`config.mk`:
```
export PLATFORM = sky130hd
export DESIGN_NAME = julia_escape_time_pixel
export DESIGN_NICKNAME = d
export VERILOG_FILES = /design/src/hdl/jet_pkg.sv /design/src/hdl/julia_escape_time_pixel.sv /design/src/hdl/jet_mul.sv /design/src/hdl/jet_div.sv
export VERILOG_INCLUDE_DIRS = /design/src /design/src/hdl
export SDC_FILE = /design/constraint.sdc
export NUM_CORES = 2
export LEC_CHECK = 0
export BUFFER_PORTS_ARGS = -buffer_cell sky130_fd_sc_hd__buf_2
export CAP_MARGIN = 15
export CORE_ASPECT_RATIO = 1.75
export CORE_MARGIN = 1
export CORE_UTILIZATION = 59
export DETAILED_ROUTE_END_ITERATION = 10
export PLACE_DENSITY = 0.83
export SYNTH_ARGS = -nofsm -noshare
export SYNTH_HDL_FRONTEND = slang
export SYNTH_SLANG_ARGS = --single-unit
export TNS_END_PERCENT = 10
```
`constraint.sdc`:
```
create_clock -name clk_i -period 12.6 [get_ports clk_i]
set_input_delay 2.52 -clock clk_i [delete_from_list [all_inputs] [get_ports clk_i]]
set_output_delay 2.52 -clock clk_i [all_outputs]
set_load 0.01 [all_outputs]
```
`src/hdl/assert_macros.svh`:
```
// Assertion macros shared by the julia escape-time modules.
`ifndef ASSERT_MACROS_SVH
`define ASSERT_MACROS_SVH

// Overlapping implication, sampled on clk_i, off while rst_ni is low.
`define JET_ASSERT_IMPL(label, ante, cons, msg) \
  label: assert property (@(posedge clk_i) disable iff (!rst_ni) (ante) |-> (cons)) \
    else $error(msg);

// Next-cycle implication, sampled on clk_i, off while rst_ni is low.
`define JET_ASSERT_NEXT(label, ante, cons, msg) \
  label: assert property (@(posedge clk_i) disable iff (!rst_ni) (ante) |=> (cons)) \
    else $error(msg);

`endif

```
`src/hdl/jet_pkg.sv`:
```
// Package for the julia escape-time engine: widths, reset values, register indexes, tables.
package jet_pkg;

  // Number formats
  localparam int COORD_BITS = 12;
  localparam int FRAC_BITS  = 28;
  localparam int Z_W        = 32;
  localparam int ITER_W     = 16;
  localparam int STEP_W     = 31;
  localparam int RGBA_W     = 32;

  // Squared component after scaling, cross term after scaling
  localparam int SQ_W  = 2 * Z_W - 1 - FRAC_BITS;
  localparam int CR_W  = SQ_W + 2;
  localparam int INIT_SUM_W = COORD_BITS + Z_W + 1;
  localparam int SAT_W = (INIT_SUM_W > SQ_W + 3) ? INIT_SUM_W : SQ_W + 3;
  localparam int ESC_W = (SQ_W + 1 > FRAC_BITS + 3) ? SQ_W + 1 : FRAC_BITS + 3;
  localparam logic [ESC_W-1:0] FOUR = ESC_W'(1) << (FRAC_BITS + 2);

  // Brightness table
  localparam int BRIGHT_DEPTH = 256;
  localparam int BRIGHT_LOG2  = $clog2(BRIGHT_DEPTH);
  localparam int BRIGHT_FRAC  = 12;
  localparam int BRIGHT_W     = BRIGHT_FRAC + 2;
  localparam int RATIO_BITS   = 20;
  localparam int SEARCH_STEPS = BRIGHT_FRAC + 1;
  localparam int DIV_CNT_W    = $clog2(BRIGHT_LOG2 + 1);

  // Stream widths
  localparam int IN_W         = ((2 * COORD_BITS + 7) / 8) * 8;
  localparam int OUT_FIELDS_W = RGBA_W + ITER_W + 1;
  localparam int OUT_W        = ((OUT_FIELDS_W + 7) / 8) * 8;

  // Register map
  localparam int REG_IDX_W = 3;
  localparam logic [REG_IDX_W-1:0] REG_PIXEL_STEP = 3'd0;
  localparam logic [REG_IDX_W-1:0] REG_OFFSET_RE  = 3'd1;
  localparam logic [REG_IDX_W-1:0] REG_OFFSET_IM  = 3'd2;
  localparam logic [REG_IDX_W-1:0] REG_C_RE       = 3'd3;
  localparam logic [REG_IDX_W-1:0] REG_C_IM       = 3'd4;
  localparam logic [REG_IDX_W-1:0] REG_ITER_LIMIT = 3'd5;
  localparam logic [REG_IDX_W-1:0] REG_BASE_RGBA  = 3'd6;

  // Reset values
  localparam logic [STEP_W-1:0]        RST_PIXEL_STEP = 31'd1048576;
  localparam logic signed [Z_W-1:0]    RST_C_RE       = -32'sd187904819;
  localparam logic signed [Z_W-1:0]    RST_C_IM       = 32'sd72517838;
  localparam logic [ITER_W-1:0]        RST_ITER_LIMIT = 16'd100;
  localparam logic [RGBA_W-1:0]        RST_BASE_RGBA  = 32'hFFFF_FFFF;
  localparam logic [RGBA_W-1:0]        BLACK_RGBA     = 32'h0000_00FF;

  // Divider status toward the sequencer
  typedef struct packed {
    logic                   done;
    logic [BRIGHT_LOG2-1:0] quot;
  } div_status_t;

  typedef logic [BRIGHT_W-1:0] bright_lut_t [BRIGHT_DEPTH];

  // Brightness 0.1 + 1.2*t^0.6 in Q12, t = k/BRIGHT_DEPTH; root found by bisection
  function automatic bright_lut_t build_bright_lut();
    bright_lut_t lut;
    logic [63:0] r;
    logic [63:0] r3;
    logic [63:0] lo;
    logic [63:0] hi;
    logic [63:0] mid;
    logic [63:0] p5;
    for (int k = 0; k < BRIGHT_DEPTH; k++) begin
      r  = (64'(k) << RATIO_BITS) / BRIGHT_DEPTH;
      r3 = r * r * r;
      lo = 64'd0;
      hi = 64'd1 << BRIGHT_FRAC;
      for (int s = 0; s < SEARCH_STEPS; s++) begin
        if (lo < hi) begin
          mid = (lo + hi + 64'd1) >> 1;
          p5  = mid * mid * mid * mid * mid;
          if (p5 <= r3) begin
            lo = mid;
          end else begin
            hi = mid - 64'd1;
          end
        end
      end
      lut[k] = BRIGHT_W'(((64'd1 << BRIGHT_FRAC) + 64'd12 * lo + 64'd5) / 64'd10);
    end
    return lut;
  endfunction

  localparam bright_lut_t BRIGHT_LUT = build_bright_lut();

  // Clamp a wide signed value to the signed Z_W range
  function automatic logic signed [Z_W-1:0] sat_z(input logic signed [SAT_W-1:0] v);
    logic [SAT_W-Z_W:0] top;
    top = v[SAT_W-1:Z_W-1];
    if ((&top) || !(|top)) begin
      return v[Z_W-1:0];
    end else if (v[SAT_W-1]) begin
      return {1'b1, {(Z_W-1){1'b0}}};
    end else begin
      return {1'b0, {(Z_W-1){1'b1}}};
    end
  endfunction

endpackage

```
`src/hdl/julia_escape_time_pixel.sv`:
```
// Julia escape-time pixel engine: sequencer, coordinate/iteration datapath, result register.
// Each iteration runs three products through the one shared 32x32 multiplier plus the z update;
// shading adds a serial divide and the channel scaling steps. A limit of one skips iteration.
// The next item is taken once the result is registered.
// Reset: async active low; configuration registers return to defaults, no result pending.
`include "assert_macros.svh"

module julia_escape_time_pixel (
  input  logic                                 clk_i,
  input  logic                                 rst_ni,
  // x[11:0], y[23:12]
  input  logic                                 s_axis_tvalid,
  output logic                                 s_axis_tready,
  input  logic [jet_pkg::IN_W-1:0]             s_axis_tdata,
  // rgba_out[31:0], iter_count[47:32], inside_set[48], zero pad above
  output logic                                 m_axis_tvalid,
  input  logic                                 m_axis_tready,
  output logic [jet_pkg::OUT_W-1:0]            m_axis_tdata,
  input  logic                                 cfg_valid_i,
  output logic                                 cfg_ready_o,
  input  logic [jet_pkg::REG_IDX_W-1:0]        cfg_index_i,
  input  logic [jet_pkg::Z_W-1:0]              cfg_data_i
);

  localparam int ST_W = 4;
  localparam logic [ST_W-1:0] ST_IDLE   = 4'd0;
  localparam logic [ST_W-1:0] ST_INIT_X = 4'd1;
  localparam logic [ST_W-1:0] ST_INIT_Y = 4'd2;
  localparam logic [ST_W-1:0] ST_INIT_Z = 4'd3;
  localparam logic [ST_W-1:0] ST_MRR    = 4'd4;
  localparam logic [ST_W-1:0] ST_MII    = 4'd5;
  localparam logic [ST_W-1:0] ST_MRI    = 4'd6;
  localparam logic [ST_W-1:0] ST_UPD    = 4'd7;
  localparam logic [ST_W-1:0] ST_DIV    = 4'd8;
  localparam logic [ST_W-1:0] ST_CH_R   = 4'd9;
  localparam logic [ST_W-1:0] ST_CH_G   = 4'd10;
  localparam logic [ST_W-1:0] ST_CH_B   = 4'd11;
  localparam logic [ST_W-1:0] ST_CH_A   = 4'd12;
  localparam logic [ST_W-1:0] ST_OUT    = 4'd13;

  localparam int PAD_W = jet_pkg::OUT_W - jet_pkg::OUT_FIELDS_W;
  localparam int CB    = jet_pkg::COORD_BITS;
  localparam int ZW    = jet_pkg::Z_W;
  localparam int SW    = jet_pkg::SAT_W;

  // Configuration registers
  logic [jet_pkg::STEP_W-1:0]    step_q;
  logic signed [ZW-1:0]          off_re_q;
  logic signed [ZW-1:0]          off_im_q;
  logic signed [ZW-1:0]          c_re_q;
  logic signed [ZW-1:0]          c_im_q;
  logic [jet_pkg::ITER_W-1:0]    limit_cfg_q;
  logic [jet_pkg::RGBA_W-1:0]    base_q;

  // Control
  logic [ST_W-1:0]               state_q;
  logic                          first_q;
  logic                          m_valid_q;

  // Datapath
  logic [CB-1:0]                 x_q;
  logic [CB-1:0]                 y_q;
  logic signed [ZW-1:0]          zr_q;
  logic signed [ZW-1:0]          zi_q;
  logic [jet_pkg::SQ_W-1:0]      re2_q;
  logic [jet_pkg::SQ_W-1:0]      im2_q;
  logic [jet_pkg::ITER_W-1:0]    n_q;
  logic [jet_pkg::ITER_W-1:0]    limit_q;
  logic [jet_pkg::BRIGHT_W-1:0]  bright_q;
  logic [7:0]                    ch_r_q;
  logic [7:0]                    ch_g_q;
  logic [jet_pkg::RGBA_W-1:0]    res_rgba_q;
  logic                          res_inside_q;
  logic [jet_pkg::RGBA_W-1:0]    m_rgba_q;
  logic [jet_pkg::ITER_W-1:0]    m_iter_q;
  logic                          m_inside_q;

  // Combinational
  logic                          accept;
  logic                          out_load;
  logic signed [ZW-1:0]          mul_a;
  logic signed [ZW-1:0]          mul_b;
  logic signed [2*ZW-1:0]        p;
  logic signed [ZW-1:0]          init_off;
  logic signed [SW-1:0]          init_sum;
  logic [jet_pkg::SQ_W-1:0]      sq_now;
  logic signed [jet_pkg::CR_W-1:0] cross_term;
  logic signed [SW-1:0]          zr_sum;
  logic signed [SW-1:0]          zi_sum;
  logic [jet_pkg::ESC_W-1:0]     mag;
  logic                          escape;
  logic [jet_pkg::ITER_W:0]      n_inc;
  logic                          at_limit;
  logic                          div_start;
  logic [7:0]                    chan_sat;
  logic [jet_pkg::ITER_W-1:0]    limit_eff;
  jet_pkg::div_status_t          div_stat;

  assign accept        = s_axis_tvalid && s_axis_tready;
  assign s_axis_tready = (state_q == ST_IDLE);
  assign out_load      = (state_q == ST_OUT) && (!m_valid_q || m_axis_tready);
  assign cfg_ready_o   = 1'b1;
  assign limit_eff     = (limit_cfg_q == '0) ? jet_pkg::ITER_W'(1) : limit_cfg_q;

  // Select multiplier operands for the current step
  always_comb begin
    case (state_q)
      ST_INIT_X: begin
        mul_a = $signed({{(ZW-CB){1'b0}}, x_q});
        mul_b = $signed({1'b0, step_q});
      end
      ST_INIT_Y: begin
        mul_a = $signed({{(ZW-CB){1'b0}}, y_q});
        mul_b = $signed({1'b0, step_q});
      end
      ST_MRR: begin
        mul_a = zr_q;
        mul_b = zr_q;
      end
      ST_MII: begin
        mul_a = zi_q;
        mul_b = zi_q;
      end
      ST_MRI: begin
        mul_a = zr_q;
        mul_b = zi_q;
      end
      ST_CH_R: begin
        mul_a = $signed({{(ZW-8){1'b0}}, base_q[31:24]});
        mul_b = $signed({{(ZW-jet_pkg::BRIGHT_W){1'b0}}, bright_q});
      end
      ST_CH_G: begin
        mul_a = $signed({{(ZW-8){1'b0}}, base_q[23:16]});
        mul_b = $signed({{(ZW-jet_pkg::BRIGHT_W){1'b0}}, bright_q});
      end
      ST_CH_B: begin
        mul_a = $signed({{(ZW-8){1'b0}}, base_q[15:8]});
        mul_b = $signed({{(ZW-jet_pkg::BRIGHT_W){1'b0}}, bright_q});
      end
      default: begin
        mul_a = '0;
        mul_b = '0;
      end
    endcase
  end

  jet_mul u_mul (
    .clk_i (clk_i),
    .a_i   (mul_a),
    .b_i   (mul_b),
    .p_o   (p)
  );

  // Start point: scaled coordinate plus offset
  assign init_off = (state_q == ST_INIT_Y) ? off_re_q : off_im_q;
  assign init_sum = SW'(p) + SW'(init_off);

  // Squares and cross term, floored to the fixed-point grid
  assign sq_now     = jet_pkg::SQ_W'(p >>> jet_pkg::FRAC_BITS);
  assign cross_term = jet_pkg::CR_W'(p >>> (jet_pkg::FRAC_BITS - 1));
  assign zr_sum = SW'($signed({1'b0, re2_q})) - SW'($signed({1'b0, im2_q})) + SW'(c_re_q);
  assign zi_sum = SW'(cross_term) + SW'(c_im_q);

  // Escape test on the squares of the latest z
  assign mag    = jet_pkg::ESC_W'(re2_q) + jet_pkg::ESC_W'(sq_now);
  assign escape = (mag > jet_pkg::FOUR);
  assign n_inc    = {1'b0, n_q} + 1'b1;
  assign at_limit = (n_inc >= {1'b0, limit_q});

  assign div_start = (state_q == ST_MRI) && !first_q && escape;

  jet_div u_div (
    .clk_i    (clk_i),
    .rst_ni   (rst_ni),
    .start_i  (div_start),
    .num_i    (n_q),
    .den_i    (limit_q),
    .status_o (div_stat)
  );

  // Scaled channel, clamped at full scale
  assign chan_sat = (|p[2*ZW-1:jet_pkg::BRIGHT_FRAC+8]) ? 8'hFF :
                    p[jet_pkg::BRIGHT_FRAC+7:jet_pkg::BRIGHT_FRAC];

  // Configuration writes
  always_ff @(posedge clk_i or negedge rst_ni) begin
    if (!rst_ni) begin
      step_q      <= jet_pkg::RST_PIXEL_STEP;
      off_re_q    <= '0;
      off_im_q    <= '0;
      c_re_q      <= jet_pkg::RST_C_RE;
      c_im_q      <= jet_pkg::RST_C_IM;
      limit_cfg_q <= jet_pkg::RST_ITER_LIMIT;
      base_q      <= jet_pkg::RST_BASE_RGBA;
    end else if (cfg_valid_i) begin
      case (cfg_index_i)
        jet_pkg::REG_PIXEL_STEP: step_q      <= cfg_data_i[jet_pkg::STEP_W-1:0];
        jet_pkg::REG_OFFSET_RE:  off_re_q    <= $signed(cfg_data_i);
        jet_pkg::REG_OFFSET_IM:  off_im_q    <= $signed(cfg_data_i);
        jet_pkg::REG_C_RE:       c_re_q      <= $signed(cfg_data_i);
        jet_pkg::REG_C_IM:       c_im_q      <= $signed(cfg_data_i);
        jet_pkg::REG_ITER_LIMIT: limit_cfg_q <= cfg_data_i[jet_pkg::ITER_W-1:0];
        jet_pkg::REG_BASE_RGBA:  base_q      <= cfg_data_i;
        default: ;
      endcase
    end
  end

  // Sequencer
  always_ff @(posedge clk_i or negedge rst_ni) begin
    if (!rst_ni) begin
      state_q   <= ST_IDLE;
      first_q   <= 1'b1;
      m_valid_q <= 1'b0;
    end else begin
      if (out_load) begin
        m_valid_q <= 1'b1;
      end else if (m_axis_tready) begin
        m_valid_q <= 1'b0;
      end
      case (state_q)
        ST_IDLE: begin
          if (accept) begin
            state_q <= ST_INIT_X;
          end
        end
        ST_INIT_X: state_q <= ST_INIT_Y;
        ST_INIT_Y: state_q <= ST_INIT_Z;
        ST_INIT_Z: begin
          first_q <= 1'b1;
          state_q <= (limit_q == jet_pkg::ITER_W'(1)) ? ST_OUT : ST_MRR;
        end
        ST_MRR: state_q <= ST_MII;
        ST_MII: state_q <= ST_MRI;
        ST_MRI: begin
          if (first_q) begin
            state_q <= ST_UPD;
          end else if (escape) begin
            state_q <= ST_DIV;
          end else if (at_limit) begin
            state_q <= ST_OUT;
          end else begin
            state_q <= ST_UPD;
          end
        end
        ST_UPD: begin
          first_q <= 1'b0;
          state_q <= ST_MRR;
        end
        ST_DIV: begin
          if (div_stat.done) begin
            state_q <= ST_CH_R;
          end
        end
        ST_CH_R: state_q <= ST_CH_G;
        ST_CH_G: state_q <= ST_CH_B;
        ST_CH_B: state_q <= ST_CH_A;
        ST_CH_A: state_q <= ST_OUT;
        ST_OUT: begin
          if (out_load) begin
            state_q <= ST_IDLE;
          end
        end
        default: state_q <= ST_IDLE;
      endcase
    end
  end

  // Datapath registers
  always_ff @(posedge clk_i) begin
    case (state_q)
      ST_IDLE: begin
        if (accept) begin
          x_q     <= s_axis_tdata[CB-1:0];
          y_q     <= s_axis_tdata[2*CB-1:CB];
          n_q     <= jet_pkg::ITER_W'(1);
          limit_q <= limit_eff;
        end
      end
      ST_INIT_Y: zr_q <= jet_pkg::sat_z(init_sum);
      ST_INIT_Z: begin
        zi_q         <= jet_pkg::sat_z(init_sum);
        res_rgba_q   <= jet_pkg::BLACK_RGBA;
        res_inside_q <= 1'b1;
      end
      ST_MII: re2_q <= sq_now;
      ST_MRI: begin
        im2_q <= sq_now;
        if (!first_q && !escape) begin
          n_q <= n_inc[jet_pkg::ITER_W-1:0];
        end
      end
      ST_UPD: begin
        zr_q <= jet_pkg::sat_z(zr_sum);
        zi_q <= jet_pkg::sat_z(zi_sum);
      end
      ST_DIV: begin
        if (div_stat.done) begin
          bright_q <= jet_pkg::BRIGHT_LUT[div_stat.quot];
        end
      end
      ST_CH_G: ch_r_q <= chan_sat;
      ST_CH_B: ch_g_q <= chan_sat;
      ST_CH_A: begin
        res_rgba_q   <= {ch_r_q, ch_g_q, chan_sat, base_q[7:0]};
        res_inside_q <= 1'b0;
      end
      ST_OUT: begin
        if (out_load) begin
          m_rgba_q   <= res_rgba_q;
          m_iter_q   <= n_q;
          m_inside_q <= res_inside_q;
        end
      end
      default: ;
    endcase
  end

  assign m_axis_tvalid = m_valid_q;
  assign m_axis_tdata  = {{PAD_W{1'b0}}, m_inside_q, m_iter_q, m_rgba_q};

  `JET_ASSERT_IMPL(a_inside_black, m_valid_q && m_inside_q, m_rgba_q == jet_pkg::BLACK_RGBA, "inside pixel not black")
  `JET_ASSERT_IMPL(a_div_done_in_div, div_stat.done, state_q == ST_DIV, "divider done outside divide step")
  `JET_ASSERT_IMPL(a_iter_below_limit, state_q == ST_MRR || state_q == ST_MII || state_q == ST_UPD, n_q < limit_q, "iterating at or past limit")
  `JET_ASSERT_NEXT(a_n_hold_div, state_q == ST_DIV, $stable(n_q), "count changed during divide")

endmodule

```
`src/hdl/jet_mul.sv`:
```
// Shared signed multiplier with registered product.
module jet_mul (
  input  logic                           clk_i,
  input  logic signed [jet_pkg::Z_W-1:0] a_i,
  input  logic signed [jet_pkg::Z_W-1:0] b_i,
  output logic signed [2*jet_pkg::Z_W-1:0] p_o
);

  logic signed [2*jet_pkg::Z_W-1:0] p_q;

  // Register the full-precision product
  always_ff @(posedge clk_i) begin
    p_q <= a_i * b_i;
  end

  assign p_o = p_q;

endmodule

```
`src/hdl/jet_div.sv`:
```
// Bit-serial divider for the brightness index floor(n * BRIGHT_DEPTH / limit), n < limit.
`include "assert_macros.svh"

module jet_div (
  input  logic                         clk_i,
  input  logic                         rst_ni,
  input  logic                         start_i,
  input  logic [jet_pkg::ITER_W-1:0]   num_i,
  input  logic [jet_pkg::ITER_W-1:0]   den_i,
  output jet_pkg::div_status_t         status_o
);

  logic                              busy_q;
  logic                              done_q;
  logic [jet_pkg::DIV_CNT_W-1:0]     cnt_q;
  logic [jet_pkg::ITER_W-1:0]        rem_q;
  logic [jet_pkg::ITER_W-1:0]        den_q;
  logic [jet_pkg::BRIGHT_LOG2-1:0]   quot_q;
  logic [jet_pkg::ITER_W:0]          rem2;
  logic                              fits;

  // Shift the remainder up one bit and try the subtract
  assign rem2 = {rem_q, 1'b0};
  assign fits = (rem2 >= {1'b0, den_q});

  // Control: busy and one-cycle done pulse
  always_ff @(posedge clk_i or negedge rst_ni) begin
    if (!rst_ni) begin
      busy_q <= 1'b0;
      done_q <= 1'b0;
      cnt_q  <= '0;
    end else begin
      done_q <= !start_i && busy_q && (cnt_q == jet_pkg::DIV_CNT_W'(1));
      if (start_i) begin
        busy_q <= 1'b1;
        cnt_q  <= jet_pkg::DIV_CNT_W'(jet_pkg::BRIGHT_LOG2);
      end else if (busy_q) begin
        cnt_q <= cnt_q - 1'b1;
        if (cnt_q == jet_pkg::DIV_CNT_W'(1)) begin
          busy_q <= 1'b0;
        end
      end
    end
  end

  // Datapath: one quotient bit per cycle
  always_ff @(posedge clk_i) begin
    if (start_i) begin
      rem_q  <= num_i;
      den_q  <= den_i;
      quot_q <= '0;
    end else if (busy_q) begin
      if (fits) begin
        rem_q <= jet_pkg::ITER_W'(rem2 - {1'b0, den_q});
      end else begin
        rem_q <= rem2[jet_pkg::ITER_W-1:0];
      end
      quot_q <= {quot_q[jet_pkg::BRIGHT_LOG2-2:0], fits};
    end
  end

  assign status_o.done = done_q;
  assign status_o.quot = quot_q;

  `JET_ASSERT_IMPL(a_rem_below_den, busy_q, rem_q < den_q, "divider remainder reached divisor")
  `JET_ASSERT_NEXT(a_done_clears_busy, done_q, !done_q, "divider done held longer than one cycle")

endmodule

```
==> flow_summary_export.csv <==
group,metric,value,unit
floorplanning,num_rows,171,
synthesis,synth_ff_type,"edfxtp_1",
synthesis,yosys.area.top_type_share,29.44,%
synthesis,synth_seq_cells,624,
detailed_routing,vias,60640,
global_route,grt_max_degree,107,
finish,final_util,63.25,%
worst_setup_path,cp_max_fo,34,
worst_setup_path,crit_path_start,"state_q[0]$_DFFE_PN0P_",
worst_setup_path,reg2regPathDepth,31,
hold_path,hold_end,"m_rgba_q[18]$_DFFE_PP_",
detailed_routing,wl_met2,127100,um
clock_tree,tritoncts,"yes",
hold_path,hold_class,"reg -> reg",
floorplanning,io_pins,123,
worst_setup_path,arrival,12.26,ns
clock_tree,clock-root-buffer,"clkbuf_16",
clock_tree,clkTransAtPathRegs,0.07,ns
place,dp_cells,9293,
floorplanning,die_w,269.7,um
finish,drive_gt1_share,10.30,%
clock_tree,htreeDepth,2,
worst_setup_path,cp_slowest_cell,"a221oi_2",
synthesis,synth_area_per_cell,9.509,sq um
clock_tree,post_cts_resized,0,
clock_tree,clk_latency,0.73,ns
worst_setup_path,slowest_delay,0.88,ns
detailed_routing,via_per_inst,6.446,
synthesis,synth_seq_area_share,22.98,%
synthesis,yosys_warnings,0,
finish,fin_cells,9407,
global_route,grt_pass1_wl,396100,um
place,gp_congestion,1.086,
sta,clock_skew,0.08676,ns
detailed_routing,detail-route-antenna-nets,0,
sta,slew_violations,0,
sta,finalSetupViolations,0,
worst_setup_path,crit_required,13.12,ns
finish,register_area,17010,sq um
sta,period_share,93.18,%
sta,tightest_slew,1.250,ns
worst_setup_path,cp_common_cell,"fa_1",
sta,slew-limit-headroom,15.56,%
worst_setup_path,worstSetupStartpointType,"flip-flop",
detailed_routing,routed_wl,265900,um
detailed_routing,drt-pass1-iter-count,8,
sta,period_needed,11.74,ns
finish,area_delta_synth_final,6.283,%
global_route,antenna_found_initial,13,
synthesis,ys_async_sr_fraction,35.10,%
synthesis,yosys.area.top_type,"fa_1",
sta,max_freq,85.18,MHz
hold_path,hold_path_depth,0,
worst_setup_path,crit_type,"reg -> reg",
finish,num-fill-cells,10100,
floorplanning,core,124300,sq um
synthesis,synth_commonest_cells,"inv_1, fa_1, nand2_1",
synthesis,syn_area,73980,sq um
clock_tree,ctsHoldBuffers,0,
clock_tree,cts_buffers,58,
worst_setup_path,rr_startpoint,"state_q[0]$_DFFE_PN0P_",
floorplanning,start_util,59.52,%
global_route,grt_pass1_vias,64370,
hold_path,min-delay-start,"res_rgba_q[18]$_SDFFCE_PN0P_",
detailed_routing,drc,0,
clock_tree,clock-sinks,624,
synthesis,synth_cells,7780,
worst_setup_path,setup.reg_to_reg.worst_slack,0.86,ns
worst_setup_path,end_kind,"flip-flop",
floorplanning,dieArea,126900,sq um
clock_tree,clockBufferDepth,3,
synthesis,synth_cell_type_count,103,
place,portBuffers,114,
outcome,status,"completed",
global_route,grt.overflow.total,0,
finish,layout.nets,9286,
detailed_routing,wl_met1,83710,um
worst_setup_path,r2r-end,"u_mul.p_o[63]$_DFF_P_",
floorplanning,die_h,470.4,um
sta,hold_viol_final,0,
synthesis,synth-edff-count,333,
sta,rsz0062_at_grt,"no",
place,dpl.hpwl,212600,um
detailed_routing,wl_per_cell,28.27,um
synthesis,synthTopCellsByArea,"fa_1, edfxtp_1, ha_1, inv_1, dfrtp_1",
detailed_routing,wl_met3,23250,um
flow_run,maxCapViolCount,0,
clock_tree,postCtsSetupRepairBufs,0,
detailed_routing,drt_iter0_drc,5392,
sta,tns,0,ns
synthesis,synth_most_common_cell,"inv_1",
detailed_routing,topRoutingLayerUsed,"met5",
finish,multi_input_area,51450,sq um
global_route,gr-usage-all-layers,42.49,%
## how the worst max path moves through the flow
stage	to	slack (ns)	cells past startpoint
detailed placement	u_mul.p_o[63]$_DFF_P_	1.24	32
global placement	u_mul.p_o[63]$_DFF_P_	1.37	32
floorplan	u_mul.p_o[63]$_DFF_P_	2.13	33
finish	u_mul.p_o[63]$_DFF_P_	0.86	31
global route	u_mul.p_o[63]$_DFF_P_	0.39	31
CTS	u_mul.p_o[63]$_DFF_P_	1.18	31
## state kept, by name (all words and copies together), names as in the netlist, 31 cells and up
signal	flops
base_q	32
c_im_q	32
c_re_q	32
im2_q	35
m_rgba_q	32
off_im_q	32
off_re_q	32
re2_q	35
res_rgba_q	32
step_q	31
u_mul.p_o	64
zi_q	32
zr_q	32
## through the flow
stage / worst slack, ns / cell area, sq um / hold slack [ns]
finish: 0.8598 / 78630 / 0.4145
floorplan: 2.131 / 74000 / 0.4003
detailed placement: 1.242 / 76610 / 0.4054
global placement: 1.370 / 76610 / 0.4037
global route: 0.3903 / 78620 / 0.4217
CTS: 1.177 / 78620 / 0.4158
## cell type report
| class | instances | share of cell area, % |
|---|---|---|
| diodes | 4 | 0.01273 |
| well taps | 1643 | 2.614 |
| repair buffers | 291 | 2.428 |
| inverters | 1114 | 5.324 |
| multi-input cells | 5621 | 65.43 |
| flip-flops and latches | 624 | 21.63 |
| clock inverters | 31 | 0.4249 |
| clock buffers | 79 | 2.132 |
## critical path, delay by kind of cell, from the launching register on
family / cells / cell delay [ns]
buffers and inverters: 4 / 0.23
AOI/OAI and AO/OA: 11 / 4.25
adders and majority gates: 9 / 4.62
xor gates and xnor gates: 1 / 0.12
DFF: 1 / 0.74
and+or+nand+nor: 6 / 1.55
## layer usage
metal	vias up	GRT usage [%]
met5	-	0
met4	16	40.25
met3	1476	8.634
met2	3511	70.83
met1	30110	44.74
li1	25530	-
## placed cells by master, fill, tap and decap left out, types with 53 or more instances in the layout
master     Yosys  layout
inv_1       1112    1112
fa_1        1088    1088
nand2_1      879     879
nor2_1       695     691
ha_1         424     424
a21oi_1      409     407
edfxtp_1     333     333
mux2_2       255     255
o21ai_0      254     253
buf_4         11     177
xnor2_1      168     168
dfrtp_1      153     153
buf_2          7     113
a21o_1       104     104
nor3_1       103      98
nor4_1        87      87
nand3_1       80      80
xor2_1        74      74
nand2b_1      69      68
and2_1        69      68
dfxtp_1       72      68
dfstp_2       66      66
clkbuf_16      0      62
nand4_1       57      57
a211oi_1      55      55
a22oi_1       63      54
o211ai_1      53      53
## cells by family (layout without fill, tap and decap cells)
family,after synthesis,count (layout),share of synthesized area [%]
muxes,283,283,4.314
buffers and inverters,1541,1515,7.949
xor gates and xnor gates,243,243,2.897
adders and majority gates,1512,1512,36.61
and+or+nand+nor,2220,2220,13.31
DFF,624,624,22.98
AOI/OAI and AO/OA,1355,1355,11.92
other,2,12,0.01015
Power is not shown: default switching activity piles up to over one toggle a cycle in this logic, so the estimate is an artifact.
